<file path="src/rtl/core/clt_pkg.sv">
`timescale 1ns / 1ps
// ----------------------------------------------------------------------------
// Command line tokenizer package
// Shared types, token kind codes, scan modes and character constants.
// ----------------------------------------------------------------------------
package clt_pkg;

    // Default line length; positions saturate at one below it.
    localparam int LINE_MAX_DEF = 128;

    // Width of the reported positions and of a number value.
    localparam int POS_OUT_W = 7;
    localparam int VALUE_W   = 32;

    // Character codes the scanner reacts to.
    localparam logic [7:0] CH_NUL    = 8'h00;
    localparam logic [7:0] CH_SPACE  = 8'h20;
    localparam logic [7:0] CH_QUOTE  = 8'h22;
    localparam logic [7:0] CH_STAR   = 8'h2A;
    localparam logic [7:0] CH_PLUS   = 8'h2B;
    localparam logic [7:0] CH_COMMA  = 8'h2C;
    localparam logic [7:0] CH_MINUS  = 8'h2D;
    localparam logic [7:0] CH_SLASH  = 8'h2F;
    localparam logic [7:0] CH_ZERO   = 8'h30;
    localparam logic [7:0] CH_NINE   = 8'h39;
    localparam logic [7:0] CH_COLON  = 8'h3A;
    localparam logic [7:0] CH_LBRACK = 8'h5B;
    localparam logic [7:0] CH_RBRACK = 8'h5D;
    localparam logic [7:0] CH_A      = 8'h61;
    localparam logic [7:0] CH_F      = 8'h66;
    localparam logic [7:0] CH_X      = 8'h78;
    localparam logic [7:0] CH_Z      = 8'h7A;

    // Token kinds as reported on the result channel.
    typedef enum logic [3:0] {
        KIND_NAME     = 4'd0,
        KIND_NUMBER   = 4'd1,
        KIND_STRING   = 4'd2,
        KIND_OPERATOR = 4'd3,
        KIND_COMMA    = 4'd4,
        KIND_LINE_END = 4'd5,
        KIND_ERROR    = 4'd6,
        KIND_OPEN     = 4'd7,
        KIND_CLOSE    = 4'd8
    } kind_t;

    // Scan modes between input bytes.
    typedef enum logic [2:0] {
        MODE_IDLE = 3'd0,
        MODE_ZERO = 3'd1,
        MODE_DEC  = 3'd2,
        MODE_HEX  = 3'd3,
        MODE_NAME = 3'd4,
        MODE_STR  = 3'd5
    } mode_t;

    // One token as it leaves the block.
    typedef struct packed {
        kind_t                  kind;
        logic [VALUE_W-1:0]     value;
        logic [POS_OUT_W-1:0]   spos;
        logic [POS_OUT_W-1:0]   epos;
    } tok_t;

    // Tokens produced by one input byte, in order, with their count.
    typedef struct packed {
        tok_t       tok0;
        tok_t       tok1;
        logic [1:0] count;
    } res_t;

    function automatic logic is_digit(input logic [7:0] c);
        return (c >= CH_ZERO) && (c <= CH_NINE);
    endfunction

    function automatic logic is_lower(input logic [7:0] c);
        return (c >= CH_A) && (c <= CH_Z);
    endfunction

    function automatic logic is_hexdigit(input logic [7:0] c);
        return is_digit(c) || ((c >= CH_A) && (c <= CH_F));
    endfunction

    function automatic logic is_operator(input logic [7:0] c);
        return (c == CH_PLUS) || (c == CH_MINUS) || (c == CH_STAR) || (c == CH_SLASH);
    endfunction

endpackage

</file>
<file path="src/rtl/core/clt_scanner.sv">
`timescale 1ns / 1ps
// ----------------------------------------------------------------------------
// Tokenizer scanner
// Holds the scan state and turns one byte into up to two tokens per step.
// ----------------------------------------------------------------------------
module clt_scanner
    import clt_pkg::*;
#(
    parameter int LINE_MAX = LINE_MAX_DEF
)
(
    input  logic       clk,
    input  logic       rst_n,
    input  logic       step,
    input  logic [7:0] char_in,
    output res_t       res
);

    localparam int POS_W = $clog2(LINE_MAX);
    localparam logic [POS_W-1:0] POS_LAST = POS_W'(LINE_MAX - 1);

    mode_t              mode_reg, mode_next;
    logic [VALUE_W-1:0] acc_reg, acc_next;
    logic [POS_W-1:0]   start_reg, start_next;
    logic [POS_W-1:0]   pos_reg, pos_next;

    logic [POS_W+POS_OUT_W-1:0] pos_ext;
    logic [POS_W+POS_OUT_W-1:0] start_ext;
    logic [POS_OUT_W-1:0]       p7;
    logic [POS_OUT_W-1:0]       s7;
    logic [3:0]                 dig;
    logic [3:0]                 hex_dig;
    logic [VALUE_W-1:0]         acc_dec;
    logic [VALUE_W-1:0]         acc_hex;
    logic                       fresh;
    logic                       pend_vld;
    logic                       sec_vld;
    tok_t                       pend_tok;
    tok_t                       sec_tok;

    // Positions are reported in their low seven bits.
    assign pos_ext   = {{POS_OUT_W{1'b0}}, pos_reg};
    assign start_ext = {{POS_OUT_W{1'b0}}, start_reg};
    assign p7        = pos_ext[POS_OUT_W-1:0];
    assign s7        = start_ext[POS_OUT_W-1:0];

    // Digit values; a-f have low nibbles 1..6, so adding nine gives 10..15.
    assign dig     = char_in[3:0];
    assign hex_dig = is_digit(char_in) ? char_in[3:0] : (char_in[3:0] + 4'd9);

    // Accumulate by ten as shift-and-add, by sixteen as a shift.
    assign acc_dec = {acc_reg[VALUE_W-4:0], 3'b000} + {acc_reg[VALUE_W-2:0], 1'b0}
                   + VALUE_W'(dig);
    assign acc_hex = {acc_reg[VALUE_W-5:0], 4'b0000} + VALUE_W'(hex_dig);

    // Next state and tokens for the byte at hand.
    always_comb
    begin
        mode_next  = mode_reg;
        acc_next   = acc_reg;
        start_next = start_reg;
        pos_next   = pos_reg;
        fresh      = 1'b0;
        pend_vld   = 1'b0;
        sec_vld    = 1'b0;
        pend_tok   = '{kind: KIND_NUMBER, value: acc_reg, spos: s7, epos: p7};
        sec_tok    = '{kind: KIND_ERROR, value: '0, spos: p7, epos: p7};

        // Continue or close the pending token.
        unique case (mode_reg)
            MODE_ZERO:
            begin
                if (char_in == CH_X) begin
                    mode_next = MODE_HEX;
                end else if (is_digit(char_in)) begin
                    acc_next  = acc_dec;
                    mode_next = MODE_DEC;
                end else begin
                    pend_vld = 1'b1;
                    fresh    = 1'b1;
                end
            end
            MODE_DEC:
            begin
                if (is_digit(char_in)) begin
                    acc_next = acc_dec;
                end else begin
                    pend_vld = 1'b1;
                    fresh    = 1'b1;
                end
            end
            MODE_HEX:
            begin
                if (is_hexdigit(char_in)) begin
                    acc_next = acc_hex;
                end else begin
                    pend_vld = 1'b1;
                    fresh    = 1'b1;
                end
            end
            MODE_NAME:
            begin
                if (!(is_lower(char_in) || char_in == CH_COLON)) begin
                    pend_vld = 1'b1;
                    pend_tok = '{kind: KIND_NAME, value: '0, spos: s7, epos: p7};
                    fresh    = 1'b1;
                end
            end
            MODE_STR:
            begin
                if (char_in == CH_QUOTE) begin
                    pend_vld  = 1'b1;
                    pend_tok  = '{kind: KIND_STRING, value: '0, spos: s7, epos: p7};
                    mode_next = MODE_IDLE;
                end else if (char_in == CH_NUL) begin
                    // An unfinished string is an error, then the line ends.
                    pend_vld  = 1'b1;
                    pend_tok  = '{kind: KIND_ERROR, value: '0, spos: s7, epos: p7};
                    sec_vld   = 1'b1;
                    sec_tok   = '{kind: KIND_LINE_END, value: '0, spos: p7, epos: p7};
                    mode_next = MODE_IDLE;
                end
            end
            default:
            begin
                fresh = 1'b1;
            end
        endcase

        // Treat the byte as the start of something new.
        if (fresh) begin
            mode_next = MODE_IDLE;
            acc_next  = '0;
            if (is_digit(char_in)) begin
                start_next = pos_reg;
                acc_next   = VALUE_W'(dig);
                mode_next  = (char_in == CH_ZERO) ? MODE_ZERO : MODE_DEC;
            end else if (is_lower(char_in)) begin
                start_next = pos_reg;
                mode_next  = MODE_NAME;
            end else if (char_in == CH_QUOTE) begin
                start_next = pos_reg;
                mode_next  = MODE_STR;
            end else if (char_in == CH_SPACE) begin
                sec_vld = 1'b0;
            end else if (is_operator(char_in)) begin
                sec_vld = 1'b1;
                sec_tok = '{kind: KIND_OPERATOR, value: VALUE_W'(char_in), spos: p7, epos: p7};
            end else if (char_in == CH_NUL) begin
                sec_vld = 1'b1;
                sec_tok = '{kind: KIND_LINE_END, value: '0, spos: p7, epos: p7};
            end else if (char_in == CH_LBRACK) begin
                sec_vld = 1'b1;
                sec_tok = '{kind: KIND_OPEN, value: '0, spos: p7, epos: p7};
            end else if (char_in == CH_RBRACK) begin
                sec_vld = 1'b1;
                sec_tok = '{kind: KIND_CLOSE, value: '0, spos: p7, epos: p7};
            end else if (char_in == CH_COMMA) begin
                sec_vld = 1'b1;
                sec_tok = '{kind: KIND_COMMA, value: '0, spos: p7, epos: p7};
            end else begin
                sec_vld = 1'b1;
            end
        end

        // Line end clears everything; otherwise the position saturates.
        if (char_in == CH_NUL) begin
            pos_next   = '0;
            mode_next  = MODE_IDLE;
            acc_next   = '0;
            start_next = '0;
        end else if (pos_reg != POS_LAST) begin
            pos_next = pos_reg + 1'b1;
        end
    end

    // Tokens in emission order.
    assign res.tok0  = pend_vld ? pend_tok : sec_tok;
    assign res.tok1  = sec_tok;
    assign res.count = {1'b0, pend_vld} + {1'b0, sec_vld};

    // Scan state registers.
    always_ff @(posedge clk or negedge rst_n)
    begin
        if (!rst_n) begin
            mode_reg  <= MODE_IDLE;
            acc_reg   <= '0;
            start_reg <= '0;
            pos_reg   <= '0;
        end else if (step) begin
            mode_reg  <= mode_next;
            acc_reg   <= acc_next;
            start_reg <= start_next;
            pos_reg   <= pos_next;
        end
    end

endmodule

</file>
<file path="src/rtl/core/clt_result_buf.sv">
`timescale 1ns / 1ps
// ----------------------------------------------------------------------------
// Tokenizer result buffer
// Two token slots loaded together and drained one item per handshake.
// ----------------------------------------------------------------------------
module clt_result_buf
    import clt_pkg::*;
(
    input  logic clk,
    input  logic rst_n,
    input  logic load,
    input  res_t res,
    input  logic out_ready,
    output logic free,
    output logic out_valid,
    output tok_t out_tok,
    output logic out_last
);

    logic [1:0] cnt_reg;
    tok_t       slot0_reg;
    tok_t       slot1_reg;
    logic       pop;

    // The buffer can take a new pair when it will be empty after this cycle.
    assign free      = (cnt_reg == 2'd0) || ((cnt_reg == 2'd1) && out_ready);
    assign out_valid = (cnt_reg != 2'd0);
    assign out_tok   = slot0_reg;
    assign out_last  = (cnt_reg == 2'd1);
    assign pop       = out_valid && out_ready;

    // Token count.
    always_ff @(posedge clk or negedge rst_n)
    begin
        if (!rst_n) begin
            cnt_reg <= 2'd0;
        end else if (load) begin
            cnt_reg <= res.count;
        end else if (pop) begin
            cnt_reg <= cnt_reg - 2'd1;
        end
    end

    // Token slots; the second moves up when the first is taken.
    always_ff @(posedge clk)
    begin
        if (load) begin
            slot0_reg <= res.tok0;
            slot1_reg <= res.tok1;
        end else if (pop) begin
            slot0_reg <= slot1_reg;
        end
    end

endmodule

</file>
<file path="src/rtl/core/command_line_tokenizer.sv">
`timescale 1ns / 1ps
// ----------------------------------------------------------------------------
// Command line tokenizer
// Scans a command line one byte per item and emits its tokens.
//
//   Channel   Handshake             Payload
//   input     in_valid / in_ready   character
//   result    out_valid / out_ready token_kind, token_value, start_pos,
//                                   end_pos, last_of_run
//
// One byte is scanned per cycle: it waits in the input register and is
// processed in the cycle the two-slot result buffer can take its tokens.
// A byte yielding two tokens holds the scanner while both are in the buffer.
// An accepted byte passes the input register, then the result buffer.
// Reset clears the scan state, the position and both valid flags.
// A stalled result side still lets one more byte be accepted.
// ----------------------------------------------------------------------------
module command_line_tokenizer
    import clt_pkg::*;
#(
    parameter int LINE_MAX = LINE_MAX_DEF
)
(
    input  logic        clk,
    input  logic        rst_n,
    input  logic        in_valid,
    output logic        in_ready,
    input  logic [7:0]  character,
    output logic        out_valid,
    input  logic        out_ready,
    output logic [3:0]  token_kind,
    output logic [31:0] token_value,
    output logic [6:0]  start_pos,
    output logic [6:0]  end_pos,
    output logic        last_of_run
);

    logic       in_valid_reg;
    logic [7:0] char_reg;
    logic       free;
    logic       step;
    res_t       res;
    tok_t       out_tok;

    // A buffered byte advances when the result buffer has room.
    assign step     = in_valid_reg && free;
    assign in_ready = !in_valid_reg || free;

    // Input register.
    always_ff @(posedge clk or negedge rst_n)
    begin
        if (!rst_n) begin
            in_valid_reg <= 1'b0;
        end else if (in_valid && in_ready) begin
            in_valid_reg <= 1'b1;
        end else if (step) begin
            in_valid_reg <= 1'b0;
        end
    end

    always_ff @(posedge clk)
    begin
        if (in_valid && in_ready) begin
            char_reg <= character;
        end
    end

    clt_scanner #(
        .LINE_MAX (LINE_MAX)
    ) u_scanner (
        .clk     (clk),
        .rst_n   (rst_n),
        .step    (step),
        .char_in (char_reg),
        .res     (res)
    );

    clt_result_buf u_result_buf (
        .clk       (clk),
        .rst_n     (rst_n),
        .load      (step),
        .res       (res),
        .out_ready (out_ready),
        .free      (free),
        .out_valid (out_valid),
        .out_tok   (out_tok),
        .out_last  (last_of_run)
    );

    // Result fields.
    assign token_kind  = out_tok.kind;
    assign token_value = out_tok.value;
    assign start_pos   = out_tok.spos;
    assign end_pos     = out_tok.epos;

endmodule

</file>
<file path="config.mk">
export PLATFORM = sky130hd
export DESIGN_NAME = command_line_tokenizer
export DESIGN_NICKNAME = d
export VERILOG_FILES = /design/src/rtl/core/clt_pkg.sv /design/src/rtl/core/clt_scanner.sv /design/src/rtl/core/clt_result_buf.sv /design/src/rtl/core/command_line_tokenizer.sv
export SDC_FILE = /design/constraint.sdc
export NUM_CORES = 1
export LEC_CHECK = 0
export ABC_AREA = 1
export BUFFER_PORTS_ARGS = -buffer_cell sky130_fd_sc_hd__buf_2
export CAP_MARGIN = 0
export CORE_MARGIN = 10
export CORE_UTILIZATION = 40
export CTS_CLUSTER_SIZE = 14
export DETAILED_ROUTE_END_ITERATION = 10
export GPL_ROUTABILITY_DRIVEN = 0
export PLACE_DENSITY_LB_ADDON = 0.25
export SYNTH_ARGS = -nofsm -noshare
export SYNTH_HDL_FRONTEND = slang
export SYNTH_HIERARCHICAL = 1
export SYNTH_SLANG_ARGS = --single-unit
</file>
<file path="constraint.sdc">
create_clock -name clk -period 3.4 [get_ports clk]
set_input_delay 0.68 -clock clk [delete_from_list [all_inputs] [get_ports clk]]
set_output_delay 0.68 -clock clk [all_outputs]
set_load 0.02 [all_outputs]
</file>
Yosys cells after proc, flatten, opt, wreduce, memory -nomap -nowiden
Cells that the tools add are included.

operators by class
  add/subtract/negate cells = 7
  multipliers = 0
  divide/modulo/power cells = 0
  $lt $le $gt $ge = 5
  equal/unequal tests = 23
  shift-type cells = 0
  muxes and demuxes = 64
  bitwise logic cells = 0
  reductions and logical operators = 29

operator list
  operator            count
  $mux 50             16
  $mux 32             5
  $pmux 50 s2         1
  $pmux 32 s3         1
  $eq 8x6->1 const B  9
  $add 32x4->32       2
  $mux 49             1
  $mux 7              7
  $mux 48             1
  $mux 47             1
  $add 32x32->32      1
  $eq 8x7->1 const B  3
  $mux 3              8
  $le 8x7->1 const B  2
  $mux 1              15
  $pmux 1 s5          2
  $reduce_bool 2->1   5
  $ge 8x6->1 const B  1
  $ge 8x7->1 const B  1
  $le 8x6->1 const B  1
  $logic_not 8->1     1
  $mux 4              2
  $ne 4x1->1 const B  2
  $reduce_and 4->1    2
  other kinds (21)    38

storage, ports and cells
  flip-flop bits (word level) = 160
  bits in latches = 0
  RAM bits = 0
  bits in read-only memories = 0
  input bits = 12
  output and inout port bits = 53
  logic and storage cells = 143
  memories kept = 0

Longest topological paths before layout
Gate-level depths: netlist of run 1.

  word-level depth = 16
  gate-level depth with buffers = 20
  mapped depth without buffers = 18

Hierarchy
The synthesis of run 1 kept the hierarchy.

by module, submodules not included
  module                  times used  cells each  area each (um^2)  sequential area each (um^2)
  clt_scanner             1           1086        6463.7            1226.2
  clt_result_buf          1           283         3823.7            3052.9
  command_line_tokenizer  1           16          292.8             265.3

Worst setup path after synthesis of run 1
Ideal clock, no wire load.

  path kind = register -> register
  from = register u_result_buf.cnt_reg[1]
  to = register u_result_buf.slot0_reg (netlist bit u_result_buf/out_tok[0]) (enable)
  library setup time = 0.410 ns
  data arrival time = 3.331 ns
  required time = 2.990 ns
  setup slack = -0.341 ns
  cell stages (with the launch flop) = 10
  path buffers = 1
  period minus slack after synthesis = 3.741 ns
  cell sequence = dfrtp_1 -> inv_1 -> ha_1 -> nand2_1 -> nand2_1 -> nand2_1 -> inv_1 -> buf_6 -> inv_6 -> nand2_1

on the way
  word-level cells in the longest chain between the ends = 5
  elaborated cells between the ends (all ways) = 8
  classes of those cells = eq/ne: 1; reduce/logical: 7

RTL lines
  what                                RTL line                      source
  start: declaration                  clt_result_buf.sv:20          logic [1:0] cnt_reg;
  start signal: assignment            clt_result_buf.sv:38          cnt_reg <= res.count;
  start signal: assignment            clt_result_buf.sv:40          cnt_reg <= cnt_reg - 2'd1;
  $eq 2x1->1                          -
  named net last_of_run               command_line_tokenizer.sv:35  output logic last_of_run
  $logic_and 1x1->1                   clt_result_buf.sv:26          assign free = (cnt_reg == 2'd0) || ((cnt_reg == 2'd1) && out_ready);
  $logic_or 1x1->1                    clt_result_buf.sv:26
  named net free                      command_line_tokenizer.sv:40  logic free;
  $logic_and 1x1->1                   command_line_tokenizer.sv:46  assign step = in_valid_reg && free;
  named net step                      command_line_tokenizer.sv:41  logic step;
  $reduce_bool 2->1 (no source line)  -
  end signal: assignment              clt_result_buf.sv:48          slot0_reg <= res.tok0;
  end signal: assignment              clt_result_buf.sv:51          slot0_reg <= slot1_reg;
  end: declaration                    clt_result_buf.sv:21          tok_t slot0_reg;

The timed path passes the listed nets, and every way through them passes these cells.
A chain may end at the register's enable or synchronous reset.

==> qor.yml, run 1 <==
outcome:
  outcome: "complete, no violations"
synth:
  ys_ff_latch: 160
  synth_common_cells: "nand2_1 (526), inv_1 (167), nor2_1 (110)"
  synth.distinct_cells: 46
  ys_top_cells_by_area: "edfxtp_1 (31%), nand2_1 (19%), dfrtp_1 (12%)"
  yosys.area.top_type: "edfxtp_1"
  ys.flop_type: "edfxtp_1"
  synth_most_common_cell: "nand2_1"
  ys_async_sr_fraction: 0.325
  yosysWarningCount: 6
  synth_top_area_frac: 0.307
  ys_seq_area_frac: 0.430
  synth_edf_count: 108
  synth_area_sq_um: 10600
  avgSynthCellArea_sq_um: 7.64
  synth_cells: 1385
timing:
  period_minus_slack_ns: 3.01
  setup_viol: 0
  tns_ns: 0
  max_freq_mhz: 333
  setup_ws_ns: 0.393
  hold_viol_final: 0
  fin_skew_ns: 0.0120
  rsz0062_at_grt: "false"
  finalCritPeriodShare: 0.884
  relSlewSlack: 0.411
  tightest_slew_ns: 0.884
  maxSlewViolCount: 0
die:
  rows: 59
  core_area_sq_um: 26100
  initial_core_util: 0.406
  ios: 65
  die_x_um: 183
  dieHeight_um: 183
  die_area_sq_um: 33400
drt:
  antenna_left: 0
  vias_per_cell: 4.87
  drcViolationCount: 0
  dr_total_vias: 8618
  wl_um: 25200
  dr.pass1.iters: 5
  drtIter0Drc: 630
  wl_per_cell_um: 14.2
power:
  power_frac_comb: 0.403
  power_switching_mw: 3.92
  seq_power_share: 0.382
  sw_frac_of_total: 0.431
  p_int_mw: 5.18
  ir_worst_vdd_mv: 0.408
  pwr-share-clk: 0.215
  p_leak_nw: 5.87
  powerDensity_nw_per_um2: 788
cts:
  cts_buffers: 17
  root_buffer: "clkbuf_16"
  clkTransAtPathRegs_ns: 0.08
  post_cts_buffers: 0
  cts_tree: "yes"
  clockBufferDepth: 2
  ctsHoldBuffers: 0
  postCtsResizedCells: 0
  clock-sinks: 160
  clock_latency_ns: 0.44
  htree_levels: 4
setup_path:
  start_kind: "flip-flop"
  critPathSlowestCell: "edfxtp_1"
  cp_max_fo: 13
  worstPathArrival_ns: 3.31
  cp_common_cell: "nand2_1"
  cp_top_family: "simple AND/OR/NAND/NOR gates"
  endpoint_kind: "flip-flop"
  crit_path_cell_trace: "inv_1 > ha_1 > nand3_1 > inv_1 > nand2_1 > o21ai_0 > nand2_1 > nand2_1 > nand2_1 > nand2_1"
  max_stage_delay_ns: 0.55
  worst-setup-path-type: "reg -> reg"
  critical_path_buf_inv_count: 2
  crit_required_ns: 3.71
place:
  pre_cts_ws_ns: 0.496
  place_hpwl_um: 18300
  portBuffers: 64
grt:
  antenna_found_initial: 0
  grt.total_usage: 0.154
  grt_pass1_wl_um: 42400
  grt_max_degree: 58
  first_global_vias: 8402
  gr-total-overflow: 0
flow_run:
  drv_cap: 0
final_layout:
  drive_above_1_share: 0.0989
  finalNetCount: 1505
  antenna_cells: 0
  syn2layout_area_growth_pct: 9.09
worst_hold_path:
  holdCritPathClass: "in -> async"
[per-layer routing]
| layer | GRT usage | wire length [um] | share of wire |
|---|---|---|---|
| met5 | 0 | 0 | 0 |
| met4 | 0.0390 | 399 | 0.016 |
| met3 | 0.0303 | 1420 | 0.056 |
| met2 | 0.248 | 11400 | 0.45 |
| met1 | 0.206 | 11900 | 0.47 |
[layout by cell type, fill, tap and decap left out, types with 7 or more instances in the layout]
| cell | count |
|---|---|
| edfxtp_1 | 108 |
| conb_1 | 27 |
| nor3_1 | 15 |
| nand3_1 | 71 |
| nor2_1 | 110 |
| nand2_2 | 10 |
| buf_2 | 64 |
| inv_2 | 9 |
| ha_1 | 68 |
| dfrtp_1 | 52 |
| inv_1 | 166 |
| buf_4 | 10 |
| o21ai_1 | 35 |
| nand4_1 | 15 |
| o21ai_0 | 37 |
| a21oi_1 | 27 |
| xnor2_1 | 7 |
| nand2_1 | 525 |
| clkbuf_16 | 17 |
[power groups by stage]
stage | Clock (mW) | Combinational [mW] | Sequential (mW)
after CTS | 2.00 | 3.71 | 3.49
after floorplan | 0 | 2.53 | 3.87
after detailed placement | 0 | 3.69 | 3.53
after global placement | 0 | 3.65 | 3.50
final | 1.96 | 3.66 | 3.48
after global routing | 2.09 | 4.14 | 3.57
[cell families (layout without fill, tap and decap cells)]
kind of cell | after synthesis | after routing | synth area share
AND/OR/NAND/NOR | 769 | 769 | 0.300
buffers and inverters | 261 | 286 | 0.121
flip-flops | 160 | 160 | 0.430
AO/OA/AOI/OAI | 114 | 114 | 0.0570
adder cells (fa/ha/maj) | 70 | 70 | 0.0842
XOR/XNOR | 10 | 10 | 0.00828
other | 1 | 27 | 0.000354
[cell type report]
cell class / count / area (sq um)
Clock inverter: 15 / 185
Clock buffer: 17 / 425
Inverter: 178 / 676
Timing Repair Buffer: 76 / 435
Multi-Input combinational cell: 990 / 4860
Fill cell: 2648 / 14500
Tap cell: 335 / 419
Sequential cell: 160 / 4540
[per-stage QoR]
step	area, sq um	total power, mW	hold WS (ns)	std cells	utilization
5_1_grt	11500	9.79	0.194	1771	0.443
6_report	11500	9.10	0.175	1771	0.443
3_5_place_dp	10900	7.22	0.493	1739	0.420
4_1_cts	11500	9.20	0.187	1771	0.443
2_1_floorplan	10700	6.39	0.384	1411	-
3_3_place_gp	10900	7.16	0.471	1739	0.420
[worst paths after layout]
path	from	slack, ns	endpoint	cells past startpoint
min in group clk	character[7]	0.41	char_reg[7]	1
max in group asynchronous	rst_n	2.38	u_scanner/s7[4]	2
worst max register to register	char_reg[1]	0.39	u_result_buf/out_tok[46]	10
worst max-delay path	char_reg[1]	0.39	u_result_buf/out_tok[46]	10
worst min-delay path	rst_n	0.17	u_scanner/acc_reg[15]	1
worst min register to register	u_scanner/acc_reg[31]	0.51	u_scanner/acc_reg[31]	2
(Power assumes the default switching activity.)
==> run 2: changes to the inputs <==
Settings changed: REMOVE_ABC_BUFFERS set to 1.
==> run 2 against run 1 <==
Die area did not move. Non-clock buffer count rose by 5. Global-route usage fell by 0.27 points. First-iteration DRC count rose by 12%. Sequential share of layout area fell by 0.085 points. Register-to-register slack improved by 0.09 ns. Fmax rose by 3.0%. Cell count rose by 0.28%. Via count rose by 0.14%. Critical path depth rose by 8.
==> qor.yml, run 2 (synthesized netlist as in run 1, its figures left out) <==
die:
  dieHeight_um: 183  # unchanged
  initial_core_util: 0.406  # unchanged
  core_area_sq_um: 26100  # unchanged
  ios: 65  # unchanged
  die_x_um: 183  # unchanged
  die_area_sq_um: 33400  # unchanged
  rows: 59  # unchanged
worst_hold_path:
  holdCritPathClass: "in -> async"  # unchanged
final_layout:
  antenna_cells: 0  # unchanged
  final_common_cell: "nand2_1"  # unchanged
  multiInputGateArea_sq_um: 4860  # unchanged
  fin_util: 0.444  # was 0.443
  fill_cells: 2613  # was 2648
  final_cell_mix: "nand2_1 (525), inv_1 (166), nor2_1 (110)"  # unchanged
  finalNetCount: 1510  # was 1505
  drive_above_1_share: 0.102  # was 0.0989
  seq_area_sq_um: 4540  # unchanged
  final_cells: 1776  # was 1771
  syn2layout_area_growth_pct: 9.33  # was 9.09%
  stdcell_area_sq_um: 11600  # was 11500 sq um
cts:
  clock_latency_ns: 0.43  # was 0.44 ns
  post_cts_buffers: 0  # unchanged
  cts_tree: "yes"  # unchanged
  htree_levels: 4  # unchanged
  postCtsResizedCells: 0  # unchanged
  clockBufferDepth: 2  # unchanged
  clkTransAtPathRegs_ns: 0.08  # about the same
  root_buffer: "clkbuf_16"  # unchanged
  clock-sinks: 160  # unchanged
  ctsHoldBuffers: 0  # unchanged
  cts_buffers: 17  # unchanged
setup_path:
  endpoint_kind: "flip-flop"  # unchanged
  worstPathArrival_ns: 3.10  # was 3.31 ns
  worst-setup-path-type: "reg -> reg"  # unchanged
  crit_required_ns: 3.58  # was 3.71 ns
  start_kind: "flip-flop"  # unchanged
  cp_max_fo: 16  # was 13
power:
  powerDensity_nw_per_um2: 786  # was 788 nW/um^2
  seq_power_share: 0.379  # was 0.382
  ir_worst_vdd_mv: 0.449  # was 0.408 mV
  pwr-share-clk: 0.212  # was 0.215
  p_int_mw: 5.18  # about the same
  power_switching_mw: 3.92  # about the same
  power_frac_comb: 0.409  # was 0.403
  sw_frac_of_total: 0.430  # was 0.431
  p_leak_nw: 5.89  # was 5.87 nW
place:
  portBuffers: 64  # unchanged
  place_hpwl_um: 18100  # was 18300 um
  dpl_cell_area_sq_um: 11000  # was 10900 sq um
  dp_cells: 1744  # was 1739
  pre_cts_ws_ns: 0.515  # was 0.496 ns
drt:
  wl_per_cell_um: 14.2  # about the same
  antenna_left: 0  # unchanged
  drtIter0Drc: 705  # was 630
  wl_um: 25200  # about the same
  vias_per_cell: 4.86  # was 4.87
  drcViolationCount: 0  # unchanged
  dr_total_vias: 8630  # was 8618
  dr.pass1.iters: 6  # was 5
grt:
  grt.total_usage: 0.151  # was 0.154
  first_global_vias: 8252  # was 8402
  grt_max_degree: 54  # was 58
  antenna_found_initial: 0  # unchanged
  gr-total-overflow: 0  # unchanged
  grt_pass1_wl_um: 41400  # was 42400 um
timing:
  relSlewSlack: 0.440  # was 0.411
  tightest_slew_ns: 0.839  # was 0.884 ns
  finalCritPeriodShare: 0.859  # was 0.884
  maxSlewViolCount: 0  # unchanged
  rsz0062_at_grt: "false"  # unchanged
  fin_skew_ns: 0.0158  # was 0.0120 ns
  setup_ws_ns: 0.479  # was 0.393 ns
  max_freq_mhz: 342  # was 333 MHz
  setup_viol: 0  # unchanged
  period_minus_slack_ns: 2.92  # was 3.01 ns
  hold_viol_final: 0  # unchanged
  tns_ns: 0  # unchanged
outcome:
  outcome: "complete, no violations"  # unchanged
flow_run:
  drv_cap: 0  # unchanged
-- run 2: worst max-delay path: stages, from the launching register on --
cell,delay [ns]
edfxtp_1,0.49
inv_1,0.17
ha_1,0.23
inv_1,0.09
nand3_1,0.10
nand2_2,0.09
nor2_8,0.19
nor2_2,0.07
nand2_4,0.09
nand2_2,0.06
nor2_2,0.14
nand2_1,0.07
nand2_1,0.09
inv_2,0.11
nand2_2,0.28
buf_12,0.21
nor2_1,0.06
nand2_1,0.06
nand2_1,0.05
-- run 2: stage by stage --
step                total power [mW]  hold WS [ns]
floorplan                       5.98         0.384
global placement                7.20         0.469
detailed placement              7.26         0.468
CTS                             9.22         0.197
global route                    9.81         0.199
finish                          9.10         0.191
-- run 2: worst paths after layout --
| path | startpoint | end | slack [ns] | cells past startpoint |
|---|---|---|---|---|
| max | char_reg[0] | u_result_buf/out_tok[30] | 0.48 | 18 |
| min | rst_n | u_scanner/acc_reg[7] | 0.19 | 1 |
| max reg2reg | char_reg[0] | u_result_buf/out_tok[30] | 0.48 | 18 |
| min reg2reg | u_scanner/acc_reg[31] | u_scanner/acc_reg[31] | 0.49 | 2 |
| max in group asynchronous | rst_n | u_scanner/acc_reg[31] | 2.53 | 2 |
| min in group clk | character[7] | char_reg[7] | 0.42 | 1 |
-- run 2: power by group through the flow --
stage          registers (mW)  clock network, mW  logic (mW)
2_1_floorplan            3.90                  0        2.09
3_3_place_gp             3.48                  0        3.72
3_5_place_dp             3.50                  0        3.76
4_1_cts                  3.46               1.98        3.78
5_1_grt                  3.54               2.06        4.21
6_report                 3.45               1.93        3.72
-- run 2: routing by layer --
layer  vias to the layer above  part of all wire  global-route usage  wire length (um)
li1                       4436                 -                   -                 -
met1                      3933              0.47               0.202             11800
met2                       241              0.46               0.242             11500
met3                        20             0.059              0.0275              1470
met4                         0             0.014              0.0459               349
met5                         -                 0                   0                 0
-- run 2: cell type report --
| class | count | area share |
|---|---|---|
| multi-input combinational | 990 | 0.420 |
| timing repair buffer | 81 | 0.0409 |
| sequential | 160 | 0.393 |
| clock inverter | 15 | 0.0149 |
| clock buffer | 17 | 0.0368 |
| inverter | 178 | 0.0584 |
| tap | 335 | 0.0362 |
